File: src/design/hnd_pkg.sv
// Shared constants, types and helpers for the Hamming nearest-digit vote block.
// Used by every module of the block; depends on nothing.
package hnd_pkg;

    // Image and class geometry.
    localparam int IMAGE_BYTES = 98;
    localparam int NUM_CLASSES = 10;

    // Field widths fixed by the interface.
    localparam int OP_W    = 2;
    localparam int IDX_W   = 7;
    localparam int BYTE_W  = 8;
    localparam int LABEL_W = 4;
    localparam int DIST_W  = 10;
    localparam int POP_W   = $clog2(BYTE_W + 1);

    // Queue between the front and the back.
    localparam int QDEPTH = 4;
    localparam int QPTR_W = $clog2(QDEPTH);
    localparam int QCNT_W = $clog2(QDEPTH + 1);

    localparam logic [DIST_W-1:0] LIMIT_RESET = DIST_W'(100);
    localparam logic [DIST_W-1:0] DIST_MAX    = {DIST_W{1'b1}};

    // Request opcodes.
    localparam logic [OP_W-1:0] OP_QUERY   = 2'd0;
    localparam logic [OP_W-1:0] OP_REF     = 2'd1;
    localparam logic [OP_W-1:0] OP_RESTART = 2'd2;

    // One classified request on its way to the back.
    typedef struct packed {
        logic               restart;
        logic [POP_W-1:0]   pop;
        logic [LABEL_W-1:0] label;
        logic               last;
    } hnd_entry_t;

    // One finished result.
    typedef struct packed {
        logic [DIST_W-1:0]  distance;
        logic               new_best;
        logic [LABEL_W-1:0] label_echo;
        logic [DIST_W-1:0]  best_distance;
        logic [LABEL_W-1:0] predicted_digit;
        logic               prediction_valid;
        logic [DIST_W-1:0]  leader_votes;
    } hnd_result_t;

    function automatic logic [POP_W-1:0] popcount8(input logic [BYTE_W-1:0] v);
        logic [POP_W-1:0] n;
        n = '0;
        for (int b = 0; b < BYTE_W; b++)
        begin
            n = n + POP_W'(v[b]);
        end
        return n;
    endfunction

endpackage

File: src/design/hnd_front.sv
// Front of the vote block: accepts requests, holds the query image memory and
// turns each reference byte into a bit-difference count. Depends on hnd_pkg.
module hnd_front import hnd_pkg::*;
(
    input  logic                clk,
    input  logic                rst_n,
    input  logic                in_valid,
    output logic                in_ready,
    input  logic [OP_W-1:0]     opcode,
    input  logic [IDX_W-1:0]    byte_index,
    input  logic [BYTE_W-1:0]   data_byte,
    input  logic [LABEL_W-1:0]  ref_label,
    input  logic                last_byte,
    output logic                push_valid,
    input  logic                push_ready,
    output hnd_entry_t          push_entry
);

    logic [BYTE_W-1:0] query_mem [IMAGE_BYTES];

    logic               st_valid_reg;
    logic               st_valid_next;
    logic               st_restart_reg;
    logic               st_hit_reg;
    logic [BYTE_W-1:0]  st_query_reg;
    logic [BYTE_W-1:0]  st_data_reg;
    logic [LABEL_W-1:0] st_label_reg;
    logic               st_last_reg;

    logic accept;
    logic idx_ok;
    logic forward;

    assign in_ready = !st_valid_reg || push_ready;
    assign accept   = in_valid && in_ready;
    assign idx_ok   = byte_index < IDX_W'(IMAGE_BYTES);

    // Query loads finish here; only reference bytes and restarts go on.
    always_comb
    begin
        unique case (opcode)
            OP_REF, OP_RESTART: forward = 1'b1;
            default:            forward = 1'b0;
        endcase
    end

    always_comb
    begin
        st_valid_next = st_valid_reg;
        if (accept)
        begin
            st_valid_next = forward;
        end
        else if (push_ready)
        begin
            st_valid_next = 1'b0;
        end
    end

    always_ff @(posedge clk or negedge rst_n)
    begin
        if (!rst_n)
        begin
            st_valid_reg <= 1'b0;
        end
        else
        begin
            st_valid_reg <= st_valid_next;
        end
    end

    always_ff @(posedge clk)
    begin
        if (accept)
        begin
            if (opcode == OP_QUERY && idx_ok)
            begin
                query_mem[byte_index] <= data_byte;
            end
            if (opcode == OP_REF && idx_ok)
            begin
                st_query_reg <= query_mem[byte_index];
            end
            st_restart_reg <= (opcode == OP_RESTART);
            st_hit_reg     <= idx_ok;
            st_data_reg    <= data_byte;
            st_label_reg   <= ref_label;
            st_last_reg    <= last_byte;
        end
    end

    assign push_valid         = st_valid_reg;
    assign push_entry.restart = st_restart_reg;
    assign push_entry.pop     = st_hit_reg ? popcount8(st_query_reg ^ st_data_reg) : '0;
    assign push_entry.label   = st_label_reg;
    assign push_entry.last    = st_last_reg;

endmodule

File: src/design/hnd_queue.sv
// Short request queue that decouples the front from the back of the vote block.
// Depends on hnd_pkg for the entry type and depth.
module hnd_queue import hnd_pkg::*;
(
    input  logic       clk,
    input  logic       rst_n,
    input  logic       push_valid,
    output logic       push_ready,
    input  hnd_entry_t push_entry,
    output logic       pop_valid,
    input  logic       pop_ready,
    output hnd_entry_t pop_entry
);

    hnd_entry_t slot_reg [QDEPTH];

    logic [QPTR_W-1:0] wr_ptr_reg;
    logic [QPTR_W-1:0] wr_ptr_next;
    logic [QPTR_W-1:0] rd_ptr_reg;
    logic [QPTR_W-1:0] rd_ptr_next;
    logic [QCNT_W-1:0] count_reg;
    logic [QCNT_W-1:0] count_next;

    logic do_push;
    logic do_pop;

    assign push_ready = count_reg != QCNT_W'(QDEPTH);
    assign pop_valid  = count_reg != '0;
    assign pop_entry  = slot_reg[rd_ptr_reg];
    assign do_push    = push_valid && push_ready;
    assign do_pop     = pop_valid && pop_ready;

    always_comb
    begin
        wr_ptr_next = wr_ptr_reg;
        rd_ptr_next = rd_ptr_reg;
        count_next  = count_reg;
        if (do_push)
        begin
            wr_ptr_next = (wr_ptr_reg == QPTR_W'(QDEPTH - 1)) ? '0 : wr_ptr_reg + 1'b1;
        end
        if (do_pop)
        begin
            rd_ptr_next = (rd_ptr_reg == QPTR_W'(QDEPTH - 1)) ? '0 : rd_ptr_reg + 1'b1;
        end
        if (do_push && !do_pop)
        begin
            count_next = count_reg + 1'b1;
        end
        else if (do_pop && !do_push)
        begin
            count_next = count_reg - 1'b1;
        end
    end

    always_ff @(posedge clk or negedge rst_n)
    begin
        if (!rst_n)
        begin
            wr_ptr_reg <= '0;
            rd_ptr_reg <= '0;
            count_reg  <= '0;
        end
        else
        begin
            wr_ptr_reg <= wr_ptr_next;
            rd_ptr_reg <= rd_ptr_next;
            count_reg  <= count_next;
        end
    end

    always_ff @(posedge clk)
    begin
        if (do_push)
        begin
            slot_reg[wr_ptr_reg] <= push_entry;
        end
    end

endmodule

File: src/design/hnd_back.sv
// Back of the vote block: accumulates the distance, tracks the best match,
// counts votes and keeps the leading digit, then registers each result.
// Depends on hnd_pkg.
module hnd_back import hnd_pkg::*;
(
    input  logic              clk,
    input  logic              rst_n,
    input  logic              pop_valid,
    output logic              pop_ready,
    input  hnd_entry_t        pop_entry,
    input  logic [DIST_W-1:0] limit,
    output logic              out_valid,
    input  logic              out_ready,
    output hnd_result_t       result
);

    localparam int CLS_W = $clog2(NUM_CLASSES);

    logic [DIST_W-1:0]  vote_reg [NUM_CLASSES];
    logic [DIST_W-1:0]  run_reg;
    logic [DIST_W-1:0]  run_next;
    logic [DIST_W-1:0]  best_reg;
    logic [DIST_W-1:0]  best_next;
    logic [CLS_W-1:0]   lead_dig_reg;
    logic [CLS_W-1:0]   lead_dig_next;
    logic [DIST_W-1:0]  lead_cnt_reg;
    logic [DIST_W-1:0]  lead_cnt_next;
    logic               out_valid_reg;
    logic               out_valid_next;
    hnd_result_t        result_reg;

    logic               fire;
    logic               finish;
    logic [DIST_W:0]    sum;
    logic [DIST_W-1:0]  cur_dist;
    logic               beat;
    logic               label_ok;
    logic [CLS_W-1:0]   cls;
    logic [DIST_W-1:0]  vote_cur;
    logic [DIST_W-1:0]  vote_inc;
    logic               cast;
    logic               take_lead;

    // Only a finishing reference byte needs room in the output register.
    assign finish    = !pop_entry.restart && pop_entry.last;
    assign pop_ready = !finish || !out_valid_reg || out_ready;
    assign fire      = pop_valid && pop_ready;

    assign sum      = {1'b0, run_reg} + (DIST_W + 1)'(pop_entry.pop);
    assign cur_dist = sum[DIST_W] ? DIST_MAX : sum[DIST_W-1:0];
    assign beat     = cur_dist < best_reg;

    assign label_ok = pop_entry.label < LABEL_W'(NUM_CLASSES);
    assign cls      = pop_entry.label[CLS_W-1:0];
    assign vote_cur = label_ok ? vote_reg[cls] : '0;
    assign vote_inc = (vote_cur == DIST_MAX) ? vote_cur : vote_cur + 1'b1;
    assign cast     = fire && finish && beat && label_ok;

    // Only one count moves, and by one, so the leader changes only towards it;
    // on a tie the lower digit keeps or takes the lead.
    assign take_lead = (vote_inc > lead_cnt_reg)
                    || (vote_inc == lead_cnt_reg && cls < lead_dig_reg);

    always_comb
    begin
        run_next       = run_reg;
        best_next      = best_reg;
        lead_dig_next  = lead_dig_reg;
        lead_cnt_next  = lead_cnt_reg;
        out_valid_next = out_valid_reg && !out_ready;
        if (fire)
        begin
            if (pop_entry.restart)
            begin
                run_next      = '0;
                best_next     = limit;
                lead_dig_next = '0;
                lead_cnt_next = '0;
            end
            else if (pop_entry.last)
            begin
                run_next       = '0;
                out_valid_next = 1'b1;
                if (beat)
                begin
                    best_next = cur_dist;
                end
                if (cast && take_lead)
                begin
                    lead_dig_next = cls;
                    lead_cnt_next = vote_inc;
                end
            end
            else
            begin
                run_next = cur_dist;
            end
        end
    end

    always_ff @(posedge clk or negedge rst_n)
    begin
        if (!rst_n)
        begin
            run_reg       <= '0;
            best_reg      <= LIMIT_RESET;
            lead_dig_reg  <= '0;
            lead_cnt_reg  <= '0;
            out_valid_reg <= 1'b0;
            for (int k = 0; k < NUM_CLASSES; k++)
            begin
                vote_reg[k] <= '0;
            end
        end
        else
        begin
            run_reg       <= run_next;
            best_reg      <= best_next;
            lead_dig_reg  <= lead_dig_next;
            lead_cnt_reg  <= lead_cnt_next;
            out_valid_reg <= out_valid_next;
            if (fire && pop_entry.restart)
            begin
                for (int k = 0; k < NUM_CLASSES; k++)
                begin
                    vote_reg[k] <= '0;
                end
            end
            else if (cast)
            begin
                vote_reg[cls] <= vote_inc;
            end
        end
    end

    always_ff @(posedge clk)
    begin
        if (fire && finish)
        begin
            result_reg.distance         <= cur_dist;
            result_reg.new_best         <= beat;
            result_reg.label_echo       <= pop_entry.label;
            result_reg.best_distance    <= best_next;
            result_reg.predicted_digit  <= LABEL_W'(lead_dig_next);
            result_reg.prediction_valid <= lead_cnt_next != '0;
            result_reg.leader_votes     <= lead_cnt_next;
        end
    end

    assign out_valid = out_valid_reg;
    assign result    = result_reg;

endmodule

File: src/design/hamming_nearest_digit_vote.sv
// Hamming nearest-digit vote: a binary-image nearest-neighbour classifier that
// takes one request per clock cycle, every cycle, for as long as results are
// taken. A query load writes the 98-entry query memory; each reference byte reads
// that memory through its registered read port and adds the count of differing
// bits to the running distance, and the final byte of a reference gives one
// result, registered in turn by the front stage, the queue and the output register.
// A four-entry queue between the front and the back absorbs short output stalls.
// The limit register is read only on a restart request.
// Depends on hnd_pkg, hnd_front, hnd_queue and hnd_back.
module hamming_nearest_digit_vote import hnd_pkg::*;
(
    input  logic               clk,
    input  logic               rst_n,
    input  logic               in_valid,
    output logic               in_ready,
    input  logic [OP_W-1:0]    opcode,
    input  logic [IDX_W-1:0]   byte_index,
    input  logic [BYTE_W-1:0]  data_byte,
    input  logic [LABEL_W-1:0] ref_label,
    input  logic               last_byte,
    input  logic               cfg_valid,
    output logic               cfg_ready,
    input  logic [DIST_W-1:0]  initial_limit,
    output logic               out_valid,
    input  logic               out_ready,
    output logic [DIST_W-1:0]  distance,
    output logic               new_best,
    output logic [LABEL_W-1:0] label_echo,
    output logic [DIST_W-1:0]  best_distance,
    output logic [LABEL_W-1:0] predicted_digit,
    output logic               prediction_valid,
    output logic [DIST_W-1:0]  leader_votes
);

    logic [DIST_W-1:0] limit_reg;

    logic        push_valid;
    logic        push_ready;
    hnd_entry_t  push_entry;
    logic        pop_valid;
    logic        pop_ready;
    hnd_entry_t  pop_entry;
    hnd_result_t result;

    assign cfg_ready = 1'b1;

    always_ff @(posedge clk or negedge rst_n)
    begin
        if (!rst_n)
        begin
            limit_reg <= LIMIT_RESET;
        end
        else if (cfg_valid && cfg_ready)
        begin
            limit_reg <= initial_limit;
        end
    end

    hnd_front u_front (
        .clk        (clk),
        .rst_n      (rst_n),
        .in_valid   (in_valid),
        .in_ready   (in_ready),
        .opcode     (opcode),
        .byte_index (byte_index),
        .data_byte  (data_byte),
        .ref_label  (ref_label),
        .last_byte  (last_byte),
        .push_valid (push_valid),
        .push_ready (push_ready),
        .push_entry (push_entry)
    );

    hnd_queue u_queue (
        .clk        (clk),
        .rst_n      (rst_n),
        .push_valid (push_valid),
        .push_ready (push_ready),
        .push_entry (push_entry),
        .pop_valid  (pop_valid),
        .pop_ready  (pop_ready),
        .pop_entry  (pop_entry)
    );

    hnd_back u_back (
        .clk       (clk),
        .rst_n     (rst_n),
        .pop_valid (pop_valid),
        .pop_ready (pop_ready),
        .pop_entry (pop_entry),
        .limit     (limit_reg),
        .out_valid (out_valid),
        .out_ready (out_ready),
        .result    (result)
    );

    assign distance         = result.distance;
    assign new_best         = result.new_best;
    assign label_echo       = result.label_echo;
    assign best_distance    = result.best_distance;
    assign predicted_digit  = result.predicted_digit;
    assign prediction_valid = result.prediction_valid;
    assign leader_votes     = result.leader_votes;

endmodule
File: config.mk
export PLATFORM = sky130hd
export DESIGN_NAME = hamming_nearest_digit_vote
export DESIGN_NICKNAME = d
export VERILOG_FILES = /design/src/design/hnd_pkg.sv /design/src/design/hnd_front.sv /design/src/design/hnd_queue.sv /design/src/design/hnd_back.sv /design/src/design/hamming_nearest_digit_vote.sv
export SDC_FILE = /design/constraint.sdc
export NUM_CORES = 1
export LEC_CHECK = 0
export ABC_AREA = 1
export BUFFER_PORTS_ARGS = -buffer_cell sky130_fd_sc_hd__buf_2
export CAP_MARGIN = 20
export CORE_ASPECT_RATIO = 0.5
export CORE_UTILIZATION = 55
export DETAILED_ROUTE_END_ITERATION = 12
export PLACE_DENSITY_LB_ADDON = 0.15
export SYNTH_ARGS = -nofsm -noshare
export SYNTH_HDL_FRONTEND = slang
export SYNTH_SLANG_ARGS = --single-unit
File: constraint.sdc
create_clock -name clk -period 5.05 [get_ports clk]
set_clock_uncertainty 0.05 [all_clocks]
set_input_delay 1.01 -clock clk [delete_from_list [all_inputs] [get_ports clk]]
set_output_delay 1.01 -clock clk [all_outputs]
set_load 0.005 [all_outputs]
# Word-level counts from Yosys, hierarchy flattened
# Memories as Yosys holds them, arrays and structs flattened. A register that Yosys moved wholly into a read port is not among the register bits.
# Cells that the tools add are included.
[classes] n_addsub=13 magnitude_cmp=7 n_eq_ne=7 mux=41 n_bitwise=2 n_reduce_logical=35
[op_table] operator="100-bit 2-to-1 mux" count=2
[op_table] operator="10-bit 2-to-1 mux" count=16
[op_table] operator="100-bit bitwise mux" count=1
[op_table] operator="10-bit binary-select mux with 4-bit select" count=1
[op_table] operator="10-bit demux with 4-bit select" count=1
[op_table] operator="4-bit by 1-bit adder with 4-bit output" count=6
[op_table] operator="4-bit 2-to-1 mux" count=5
[op_table] operator="1-bit logical AND" count=16
[op_table] operator="10-bit by 4-bit adder with 11-bit output" count=1
[op_table] operator="1-bit 2-to-1 mux" count=11
[op_table] operator="10-bit by 1-bit adder with 10-bit output (second input constant)" count=1
[op_table] operator="10-bit equality test" count=1
[op_table] operator="10-bit equality test (second input constant)" count=1
[op_table] operator="10-bit greater-than comparator" count=1
[op_table] operator="10-bit less-than comparator" count=1
[op_table] operator="10-bit nonzero test" count=1
[op_table] operator="8-bit XOR" count=1
[op_table] operator="1-bit zero test" count=7
[op_table] operator="7-bit less-than comparator (second input constant)" count=1
[op_table] operator="2-bit equality test (second input constant)" count=3
[op_table] operator="3-bit 2-to-1 mux" count=2
[op_table] operator="2-bit nonzero test" count=3
[op_table] operator="5-bit >= comparator (second input constant)" count=1
[op_table] operator="5-bit by 1-bit less-than comparator with 1-bit output (second input constant)" count=1
[op_table] operator="other kinds (15)" count=20
[word_totals] regBits=208 ramBits=824 inputBits=37 output_inout_bits=43 word_cells=139 mem_count=2
[memory_table] name="u_front.query_mem" depth=98 width=8 rd=1 rd_ports_with_merged_regs=1 write_ports=1 line_no="hnd_front.sv:19" source="logic [BYTE_W-1:0] query_mem [IMAGE_BYTES];"
[memory_table] name="u_queue.slot_reg" depth=4 width=10 rd=1 rd_ports_with_merged_regs=0 write_ports=1 line_no="hnd_queue.sv:15" source="hnd_entry_t slot_reg [QDEPTH];"

# Longest topological paths before layout
# An unclocked memory read counts as a cell.
[depth] ltp_word=17 ltp_mapped=37 depth_no_buf=34

# Hierarchy
# A second synthesis with hierarchy kept.
[hier_totals] hier_cells=4651 hier_area_um2=45844.0
[by_module_without_submodules] module="hnd_front" n_inst=1 cells_each=3363 area_each_um2=34406.7 seq_area_each_um2=24258.3
[by_module_without_submodules] module="hnd_back" n_inst=1 cells_each=1069 area_each_um2=8956.1 seq_area_each_um2=4583.1
[by_module_without_submodules] module="hnd_queue" n_inst=1 cells_each=175 area_each_um2=2088.3 seq_area_each_um2=1376.3
[by_module_without_submodules] module="hamming_nearest_digit_vote" n_inst=1 cells_each=44 area_each_um2=392.9 seq_area_each_um2=254.0

# Worst setup path before layout
# No wires, ideal clock.
[synth_path] path_type="register -> register" startpoint="register u_queue.rd_ptr_reg[0]" endpoint="register u_back.result[10] (netlist name)" setup_ns=0.260 arrival_time_ns=4.061 required_time_ns=4.740 slack_ns=0.679 path_stages_with_launch=36 n_path_buf=4 synth_period_minus_slack_ns=4.371 path_cell_list="dfrtp_1 > inv_2 > buf_6 > nand2_2 > nand2_1 > nand2_1 > nand2_1 > buf_2 > nand2_1 > nor2_1 > nor2_1 > nand2_1 > nand2_1 > nand3_1 > inv_1 > ha_1 > nand4_2 > inv_1 > nand2_1 > nand3_1 > nand2_1 > buf_2 > inv_1 > ha_1 > nand4_1 > inv_1 > nand4_1 > o211ai_1 > o21ai_1 > nor2_2 > buf_2 > nand3_1 > a21oi_2 > nand3_1 > nor2_1 > nand3_1"
[synth_via] elab_chain_cells=17
[synth_rtl] item="start, declared" line_no="hnd_queue.sv:19" source="logic [QPTR_W-1:0] rd_ptr_reg;"
[synth_rtl] item="start signal, assigned" line_no="hnd_queue.sv:67" source="rd_ptr_reg <= rd_ptr_next;"
[synth_rtl] item="memory 4 x 10 bit *"
[synth_rtl] item="parallel branches: the longest is 14 deep, another holds 10-bit by 1-bit adder with 10-bit output"
[synth_rtl] item="10-bit 2-to-1 mux *" line_no="hnd_back.sv:71" source="if (fire)"
[synth_rtl] item="10-bit nonzero test *" line_no="hnd_back.sv:145" source="result_reg.prediction_valid <= lead_cnt_next != '0;"
# Mark *: on every way between the ends. The select of a mux whose other input is x is not followed.
# A chain may end at the register's enable or synchronous reset.

# Worst setup path in the final report
[layout_path] startpoint="register u_queue.rd_ptr_reg[0]" endpoint="register u_back.result[10] (netlist name)"
[layout_via] elab_chain_cells=17
[layout_rtl] item="memory 4 x 10 bit *"
[layout_rtl] item="parallel branches: the longest is 14 deep, another holds 10-bit by 1-bit adder with 10-bit output"
[layout_rtl] item="10-bit 2-to-1 mux *" line_no="hnd_back.sv:71"
[layout_rtl] item="10-bit nonzero test *" line_no="hnd_back.sv:145"
# Marks and branches as above.

==> impl_metrics.env <==
export IMPL_cp_max_fo=13
export IMPL_placed_cells=4311
export IMPL_clkTransAtPathRegs_ps=70
export IMPL_tightest_slew_ps=1170
export IMPL_timing_rr_start="u_queue.rd_ptr_reg[0]"
export IMPL_cts_htree_levels=3
export IMPL_die_area_mm2=0.0767
export IMPL_synthFlopType="edfxtp_1"
export IMPL_nNetsFinal=3492
export IMPL_first_pass_iters=6
export IMPL_syn_area_mm2=0.0415
export IMPL_crit_path_frequent_cell="nand2_1"
export IMPL_power_density_mw_per_mm2=497
export IMPL_post_route_period_util=0.936
export IMPL_synthCells=3180
export IMPL_largest_register_ffs=784
export IMPL_peakVddDrop_v=0.000431
export IMPL_die_h_um=196
export IMPL_syn_mean_instance_area_um2=13.1
export IMPL_hold_violations=0
export IMPL_r2r_end="u_back.result[10]"
export IMPL_min_path_type="in -> async"
export IMPL_area_delta_synth_final_pct=14.2
export IMPL_synth_cell_types=57
export IMPL_p_leak_nw=17.4
export IMPL_clock_latency_ps=690
export IMPL_port_buffer_count=78
export IMPL_first_iter_violations=3366
export IMPL_mappedNetlistNets=3262
export IMPL_synth_seq_cells=1040
export IMPL_finalPower_mw=23.6
export IMPL_wirelength_um=108000
export IMPL_fill_cells=5584
export IMPL_worst_setup_path_start_kind="flip-flop"
export IMPL_end_kind="flip-flop"
export IMPL_yosys_warnings=0
export IMPL_slew_headroom=0.220
export IMPL_die_width_um=391
export IMPL_gr_total_overflow=0
export IMPL_cpPeakStageDelay_ps=410
export IMPL_hpwl_um=67000
export IMPL_cp_data_required_time_ps=5430
export IMPL_cts_buffers_inserted=90
export IMPL_finalNonFillerCells=4498
export IMPL_design_area_mm2=0.0474
export IMPL_avgViaCountPerCell=6.01
export IMPL_root_buffer="clkbuf_16"
export IMPL_maxCapViolCount=0
export IMPL_tns_ps=0
export IMPL_setup_violations=0
export IMPL_track_usage=0.285
export IMPL_antenna_found_initial=3
export IMPL_rrSetupSlack_ps=320
export IMPL_num_rows=70
export IMPL_report_final_slew_viol_count=0
export IMPL_arrival_ps=5110
export IMPL_cts_tree="done"
export IMPL_ios=80
export IMPL_grt_pass1_wl_um=163000
export IMPL_drc=0
export IMPL_grt_pass1_vias=26000
export IMPL_crit_path_top_delay_cell="dfrtp_1"
export IMPL_status="finished clean"
export IMPL_vias=27000
export IMPL_yosysSeqAreaShare=0.734
export IMPL_fp_coreArea_mm2=0.0739
export IMPL_fin_crit_ps=4730
export IMPL_drtAntennaViolNets=0
export IMPL_gp_congestion=0.978
export IMPL_clkSinkCount=1040
export IMPL_synth_edf_count=887
export IMPL_ctsHoldBuffers=0
export IMPL_wl_per_cell_um=24.1
export IMPL_start_util=0.562
export IMPL_timing_final_ws_setup_ps=323
export IMPL_rr_worst_depth=32
export IMPL_placed_area_mm2=0.0441
export IMPL_place_ws_ps=-12.9
export IMPL_clk_path_buf_depth=3
export IMPL_synthArstFlopShare=0.147
export IMPL_drive_gt1_frac=0.145
export IMPL_crit_type="reg -> reg"
export IMPL_fmax_mhz=212
export IMPL_grt_max_degree=100
cells in the final DEF (no fill, tap or decap), types with 5 or more instances in the layout:
cell type	synthesis	layout
buf_2	20	69
nand2_2	12	14
dfstp_2	6	6
clkinv_2	0	24
nor2_1	212	210
inv_2	17	15
clkbuf_1	86	22
buf_4	9	195
nand3_2	5	7
xor2_1	5	5
nand4_1	93	93
dfrtp_1	147	146
edfxtp_1	887	887
a21oi_1	56	53
a221oi_1	93	93
a22oi_1	120	120
o21ai_0	94	93
fa_1	6	6
a21oi_2	2	5
bufinv_16	0	11
inv_1	205	200
o21ai_1	27	26
nor2_4	4	8
nand2_1	652	648
o221ai_1	6	6
o22ai_1	65	65
nand3_1	130	126
a22o_1	70	70
xnor2_1	7	7
nor3_1	17	15
buf_6	7	9
nor2_2	6	5
clkbuf_16	0	93
buf_12	0	7
ha_1	39	37
clkinv_1	7	19
critical path: cells and delay by family, from the launching register on:
family / cells / cell delay, ps
AO/OA/AOI/OAI: 5 / 860
adder cells (fa/ha/maj): 2 / 460
buffers and inverters: 5 / 810
flip-flops: 1 / 410
AND/OR/NAND/NOR: 20 / 1880
where the power goes:
group	internal, mW	switching (mW)	leakage (nW)	total (mW)
Sequential	9.93	0.182	10.1	10.1
Clock	4.02	3.17	1.48	7.19
Combinational	1.86	4.44	5.83	6.30
Total	15.8	7.79	17.4	23.6
stage by stage:
step            util  hold slack (ps)
3_3_place_gp   0.596              413
6_report       0.642              351
3_5_place_dp   0.596              421
5_1_grt        0.642              429
4_1_cts        0.637              369
2_1_floorplan      -              398
Yosys cell counts (all sizes together), types with 7 or more instances:
master,count,share of area
o22ai,65,0.0098
nor2,222,0.021
nand2,664,0.061
a22oi,120,0.022
inv,222,0.020
a221oi,93,0.020
nor3,17,0.0020
edfxtp,887,0.64
dfrtp,147,0.089
a22o,70,0.015
o21ai,121,0.015
buf,60,0.0081
xnor2,7,0.0015
clkinv,7,0.00063
clkbuf,86,0.0078
nand4,94,0.014
ha,39,0.012
a21oi,58,0.0072
nand3,135,0.017
how the worst max path moves through the flow:
| stage | cells past startpoint | start | end | slack [ps] |
|---|---|---|---|---|
| after floorplan | 35 | u_queue.rd_ptr_reg[0] | u_back.result[10] | 680 |
| after global placement | 31 | u_queue.rd_ptr_reg[0] | u_back.result[10] | 230 |
| after detailed placement | 27 | u_queue.rd_ptr_reg[0] | u_back.result[10] | -10 |
| after CTS | 23 | u_queue.rd_ptr_reg[0] | u_back.result[17] | 20 |
| after global routing | 27 | u_queue.rd_ptr_reg[0] | u_back.result[10] | -60 |
| final | 32 | u_queue.rd_ptr_reg[0] | u_back.result[10] | 320 |
per-layer routing:
layer,vias up,GRT usage,share of wire
li1,12100,-,-
met1,13500,0.414,0.42
met2,1283,0.443,0.46
met3,185,0.0501,0.092
met4,0,0.0847,0.025
met5,-,0,0
logic make-up (layout without fill, tap and decap cells):
family / Yosys count / count (layout) / synth area share
AO/OA/AOI/OAI: 565 / 565 / 0.0953
AND/OR/NAND/NOR: 1138 / 1139 / 0.116
XOR/XNOR: 12 / 12 / 0.00253
multiplexers: 4 / 4 / 0.00108
flip-flops: 1040 / 1040 / 0.734
other: 1 / 3 / 0.0000903
adder cells (fa/ha/maj): 45 / 45 / 0.0146
buffers and inverters: 375 / 682 / 0.0366
final cells by class:
cell class,instances,area (um2),share of cell area
Tap cell,1008,1260,0.0266
Clock buffer,118,2450,0.0517
Antenna cell,2,5.00,0.000105
Multi-Input combinational cell,1766,9680,0.204
Sequential cell,1040,30500,0.642
Inverter,229,878,0.0185
Timing Repair Buffer,283,2120,0.0447
Clock inverter,52,576,0.0121
repair_timing:
item                                    in CTS  in global routing
endpoints found under the hold margin        0                  0
endpoints found under the setup margin       1                149
cloned                                       0                  1
resized for setup                            2                 43
buffers inserted                             0                 12
pin swaps                                    0                 10
(Power assumes the default switching activity.)
